===== src/fcl_pkg.sv =====
`timescale 1ns / 1ps
// ----------------------------------------------------------------------------
// fcl_pkg
// Shared types, sizes and codes of the training dense layer.
// ----------------------------------------------------------------------------
package fcl_pkg;

	localparam int IN_MAX    = 64;
	localparam int OUT_MAX   = 32;
	localparam int BATCH_MAX = 8;

	localparam int IN_W  = $clog2(IN_MAX);
	localparam int OUT_W = $clog2(OUT_MAX);
	localparam int SMP_W = $clog2(BATCH_MAX);

	localparam int W_AW = OUT_W + IN_W;
	localparam int X_AW = SMP_W + IN_W;
	localparam int G_AW = SMP_W + OUT_W;

	localparam int ACC_W = 38;
	localparam int DIV_W = 34;
	localparam int DIV_CW = 6;
	localparam int T_W   = DIV_W + 16;
	localparam int SAT_W = T_W + 2;

	localparam logic [2:0] MODE_WEIGHT = 3'd0;
	localparam logic [2:0] MODE_BIAS   = 3'd1;
	localparam logic [2:0] MODE_INPUT  = 3'd2;
	localparam logic [2:0] MODE_GRAD   = 3'd3;
	localparam logic [2:0] MODE_READ   = 3'd4;

	localparam logic [1:0] REG_INPUT_COUNT  = 2'd0;
	localparam logic [1:0] REG_OUTPUT_COUNT = 2'd1;
	localparam logic [1:0] REG_BATCH_COUNT  = 2'd2;
	localparam logic [1:0] REG_LEARN_RATE   = 2'd3;

	localparam logic KIND_FWD  = 1'b0;
	localparam logic KIND_READ = 1'b1;

	typedef struct packed {
		logic [2:0]         mode;
		logic [2:0]         sample;
		logic [4:0]         row;
		logic [5:0]         col;
		logic signed [15:0] value;
	} in_item_t;

	typedef struct packed {
		logic               kind;
		logic [5:0]         index;
		logic signed [15:0] result;
		logic               last;
	} out_item_t;

	function automatic logic signed [15:0] sat16(input logic signed [SAT_W-1:0] v);
		logic signed [15:0] r;
		if (v > SAT_W'(32767))
			r = 16'sh7FFF;
		else if (v < -SAT_W'(32768))
			r = -16'sh8000;
		else
			r = v[15:0];
		return r;
	endfunction

endpackage


===== src/fcl_div.sv =====
`timescale 1ns / 1ps
// ----------------------------------------------------------------------------
// fcl_div
// Restoring unsigned divider, one quotient bit per cycle, small divisor.
// ----------------------------------------------------------------------------
module fcl_div import fcl_pkg::*; (
	input  logic             clk,
	input  logic             arst_n,
	input  logic             start,
	input  logic [DIV_W-1:0] dividend,
	input  logic [3:0]       divisor,
	output logic             done,
	output logic [DIV_W-1:0] quotient
);

	logic [DIV_W-1:0]  quo_q;
	logic [3:0]        rem_q;
	logic [3:0]        dsr_q;
	logic [DIV_CW-1:0] cnt_q;
	logic              busy_q;
	logic              done_q;
	logic [4:0]        trial;
	logic              ge;

	assign trial = {rem_q, quo_q[DIV_W-1]};
	assign ge    = trial >= {1'b0, dsr_q};

	always_ff @(posedge clk or negedge arst_n) begin
		if (!arst_n) begin
			busy_q <= 1'b0;
			done_q <= 1'b0;
			cnt_q  <= '0;
		end else begin
			done_q <= 1'b0;
			if (start) begin
				busy_q <= 1'b1;
				cnt_q  <= '0;
			end else if (busy_q) begin
				if (cnt_q == DIV_CW'(DIV_W - 1)) begin
					busy_q <= 1'b0;
					done_q <= 1'b1;
				end
				cnt_q <= cnt_q + 1'b1;
			end
		end
	end

	always_ff @(posedge clk) begin
		if (start) begin
			quo_q <= dividend;
			rem_q <= '0;
			dsr_q <= divisor;
		end else if (busy_q) begin
			rem_q <= ge ? 4'(trial - {1'b0, dsr_q}) : trial[3:0];
			quo_q <= {quo_q[DIV_W-2:0], ge};
		end
	end

	assign done     = done_q;
	assign quotient = quo_q;

endmodule


===== config.mk =====
export PLATFORM = sky130hd
export DESIGN_NAME = fcl_div
export DESIGN_NICKNAME = d
export VERILOG_FILES = /design/src/fcl_pkg.sv /design/src/fcl_div.sv
export SDC_FILE = /design/constraint.sdc
export NUM_CORES = 1
export LEC_CHECK = 0
export BUFFER_PORTS_ARGS = -buffer_cell sky130_fd_sc_hd__buf_2
export CAP_MARGIN = 20
export CORE_UTILIZATION = 50
export CTS_CLUSTER_DIAMETER = 100
export DETAILED_ROUTE_END_ITERATION = 12
export GPL_ROUTABILITY_DRIVEN = 0
export PLACE_DENSITY_LB_ADDON = 0.15
export SETUP_SLACK_MARGIN = 0.3
export SLEW_MARGIN = 25
export SYNTH_ARGS = -nofsm -noshare
export SYNTH_HDL_FRONTEND = slang
export SYNTH_SLANG_ARGS = --single-unit

===== constraint.sdc =====
create_clock -name clk -period 2.7 [get_ports clk]
set_clock_uncertainty 0.05 [all_clocks]
set_input_delay 0.54 -clock clk [delete_from_list [all_inputs] [get_ports clk]]
set_output_delay 0.54 -clock clk [all_outputs]
set_load 0.005 [all_outputs]

* Yosys cells after proc, flatten, opt, wreduce, memory -nomap -nowiden
Index checks and enable logic that the tools add are counted.
Word-level totals: bits in registers 50, output and inout bits 35, logic and storage cells 22
Operators by class: mux-type cells 11, reduce and logical (&&, ||, !) cells 1, eq/ne operators 1, add/sub/neg operators 2, magnitude comparators 1
Operator list (count):
- $mux W34 | 2
- $mux W6 | 2
- $add A6 B1 Y6 const B | 1
- $eq A6 B6 Y1 const B | 1
- $mux W1 | 6
- $ge A5 B4 Y1 | 1
- $mux W4 | 1
- $sub A4 B4 Y4 | 1
- $reduce_bool A2 Y1 | 1

* Longest topological paths before layout
word-level depth 4, depth in mapped cells 6, gate-level depth less buffers 6

* Worst setup path after synthesis
No wires, ideal clock.
path kind in2reg, start point input port start, end point register quo_q[0] (netlist: quotient[0]), enable pin, buffers on the path 2, path slack 0.479 ns, data required time 2.261 ns, stages 4, arrival time 1.783 ns, cell sequence buf_2 > buf_1 > nor2_1 > inv_1
On the way: word-level cells in the longest chain between the ends 1
RTL lines:
- start, declared | RTL line fcl_div.sv:9 | input logic start,
- $reduce_bool A2 Y1 (no line)
- end signal, assigned | RTL line fcl_div.sv:50 | quo_q <= dividend;
- end signal, assigned | RTL line fcl_div.sv:55 | quo_q <= {quo_q[DIV_W-2:0], ge};
- end, declared | RTL line fcl_div.sv:16 | logic [DIV_W-1:0] quo_q;
Every way passes these cells. A chain may end at the register's enable or synchronous reset.

* Worst setup path in the final report
start point register dsr_q[1], end point register quo_q[0] (netlist: quotient[0]) (data pin)
On the way: word-level cells in the longest chain between the ends 3
RTL lines:
- start, declared | RTL line fcl_div.sv:18 | logic [3:0] dsr_q;
- start signal, assigned | RTL line fcl_div.sv:52 | dsr_q <= divisor;
- $ge A5 B4 Y1 | RTL line fcl_div.sv:26 | assign ge = trial >= {1'b0, dsr_q};
- $mux W34 | RTL line fcl_div.sv:53 | end else if (busy_q) begin
- $mux W34 | RTL line fcl_div.sv:49 | if (start) begin
Every way passes these cells. The select of a mux whose other input is x is not followed.

==> flow_metrics.tcl <==
set metrics [dict create \
    status "finished clean" \
    final_util_pct 64.1 \
    grt.total_usage_pct 19.3 \
    io_buffers 75 \
    grt_pass1_wl_um 7290 \
    ys.flop_type "edfxtp_1" \
    fin_crit_sh_pct 73.5 \
    numCtsBuffers 5 \
    antenna_found_initial 0 \
    routed_via_density 5.26 \
    ir_drop_uv 397 \
    drv_slew 0 \
    hold_path.class "in2async" \
    period_minus_slack_ns 1.98 \
    syn_inst 154 \
    setup_viol 0 \
    timing.final.hold_violations 0 \
    ys_ff_latch 50 \
    cts_tree "done" \
    fin_area_um2 2790 \
    critPathMaxStageDelay_ns 0.43 \
    routed_wl_um 4420 \
    area_growth_pct 23.3 \
    dp_hpwl_um 3290 \
    root_buffer "clkbuf_8" \
    die_y_um 69.3 \
    layout_commonest_cell "buf_2" \
    power_density_nw_per_um2 678 \
    hold_slack_ns 0.0142 \
    maxCapViolations 0 \
    start_util_pct 52.0 \
    overflow 0 \
    cts_setup_buffers 0 \
    tightestPinTransition_ns 0.485 \
    holdBufCountCts 0 \
    remaining_drc_errors 0 \
    synth_edf_count 38 \
    final_cell_mix "buf_2, edfxtp_1, mux2_2, nor2_1" \
    cpMaxStageDelayCell "edfxtp_1" \
    num_rows 24 \
    clockBufferDepth 2 \
    max_slew_margin_pct 67.6 \
    worstPathArrival_ns 1.99 \
    post_cts_resized 0 \
    routedWlPerCell_um 15.5 \
    die_x_um 69.3 \
    nets 281 \
    clock_sinks 50 \
    placed_area_um2 2700 \
    ys_seq_area_share_pct 62.8 \
    reg2reg_from "dsr_q[1]" \
    post-place-ws_ns 0.738 \
    dr.pass1.iters 4 \
    synth_top_cells_by_area "edfxtp_1, mux2_2, dfrtp_1, dfxtp_1, ha_1" \
    clk_pin_slew_ns 0.09 \
    cp.required_ns 2.70 \
    htree_levels 2 \
    avgSynthCellArea_um2 14.7 \
    num_vias 1505 \
    synth_nets 202 \
    path_cells "inv_1 > ha_1 > nor2b_1 > o221a_4 > or2_4 > mux2_2" \
    yosysWarningCount 0 \
    synth.distinct_cells 36 \
    die_area_um2 4800 \
    final_critical_path_setup_slack_ns 0.717 \
    critPathCaptureType "flop" \
    coreArea_um2 4350 \
    clock_latency_ns 0.30 \
    critPathLaunch "dsr_q[1]" \
    antenna_left 0 \
    p_leak_uw 0.00123 \
    synth_largest_area_cell "edfxtp_1" \
    critPathMaxFanout 5 \
    syn-cell-area_um2 2260 \
    final.setup.tns_ns 0 \
    synth_top_area_share_pct 50.4 \
    start_kind "flop" \
    grt_setup_unrepaired "no" \
    critPathKind "reg2reg" \
    ios 76 \
    grt_pass1_vias 1574 \
    grt_max_degree 35 \
    fmax_ghz 0.504 \
    async_reset_ff_share_pct 16.0 \
    drive_gt1_share_pct 52.1 \
    fillers 331 \
    diodes 0 \
    drtIter0Drc 64 \
]
[cell families (layout without fill, tap and decap cells)]
logic type / Yosys count / in the layout / share of synthesized area, %
and+or+nand+nor: 31 / 31 / 7.18
DFF: 50 / 50 / 62.8
muxes: 34 / 34 / 16.9
AOI/OAI and AO/OA: 13 / 13 / 4.48
adders and majority gates: 7 / 7 / 4.20
buffers and inverters: 14 / 94 / 2.54
xor gates and xnor gates: 5 / 5 / 1.93
[layout make-up]
class                           instances  area (um^2)  share of cell area [%]
Clock inverter                          1         5.00                   0.179
Timing Repair Buffer                   78          398                    14.3
Clock buffer                            7         86.3                    3.09
Inverter                                8         30.0                    1.08
Tap cell                               52         65.1                    2.33
Multi-Input combinational cell         90          786                    28.1
Sequential cell                        50         1420                    50.9
[worst max-delay path: cells and delay by family (launching register included)]
family / cells / cell delay [ns]
muxes: 1 / 0.26
buffers and inverters: 1 / 0.08
DFF: 1 / 0.43
and+or+nand+nor: 2 / 0.42
adders and majority gates: 1 / 0.23
AOI/OAI and AO/OA: 1 / 0.27
[final timing paths]
path / end / slack (ns) / cells past startpoint
worst min register to register: rem_q[3] / 0.44 / 2
max in group asynchronous: cnt_q[3] / 2.42 / 1
min in group clk: dsr_q[3] / 0.36 / 1
worst max register to register: quotient[0] / 0.72 / 6
worst min-delay path: cnt_q[0] / 0.01 / 1
worst max-delay path: quotient[0] / 0.72 / 6
[per-layer routing]
layer | vias up | routed length (um) | global-route usage [%]
li1 | 725 | - | -
met1 | 726 | 1710 | 21.6
met2 | 47 | 2380 | 33.9
met3 | 7 | 264 | 6.69
met4 | 0 | 68 | 7.03
met5 | - | 0 | 0
[cell usage after synthesis (2+ instances only)]
cell type and instances:
o21ai_0 4, buf_2 4, edfxtp_1 38, dfrtp_1 8, nand4_1 3, mux2_2 34, inv_1 8, xor2_1 4
nor2_1 9, nor2b_1 2, nor3_1 2, dfxtp_1 4, ha_1 6, nand2_1 6
[state kept, by name, summed over array words and instances (netlist names)]
name / flops
quotient: 34
cnt_q: 6
dsr_q: 4
rem_q: 4
busy_q: 1
done: 1
[metrics by stage]
step / std cells / power [uW]
after global placement: 278 / 1430
after floorplan: 154 / 1300
final: 286 / 1890
after CTS: 286 / 1910
after detailed placement: 278 / 1470
after global routing: 286 / 1990
[report_power, final]
part | total (uW) | internal, uW | switching (uW) | leakage [uW]
combinational | 448 | 238 | 210 | 0.000646
clock | 442 | 207 | 235 | 0.0000482
sequential | 1000 | 943 | 60.0 | 0.000537
No activity file was read; power rests on OpenSTA's default activity.
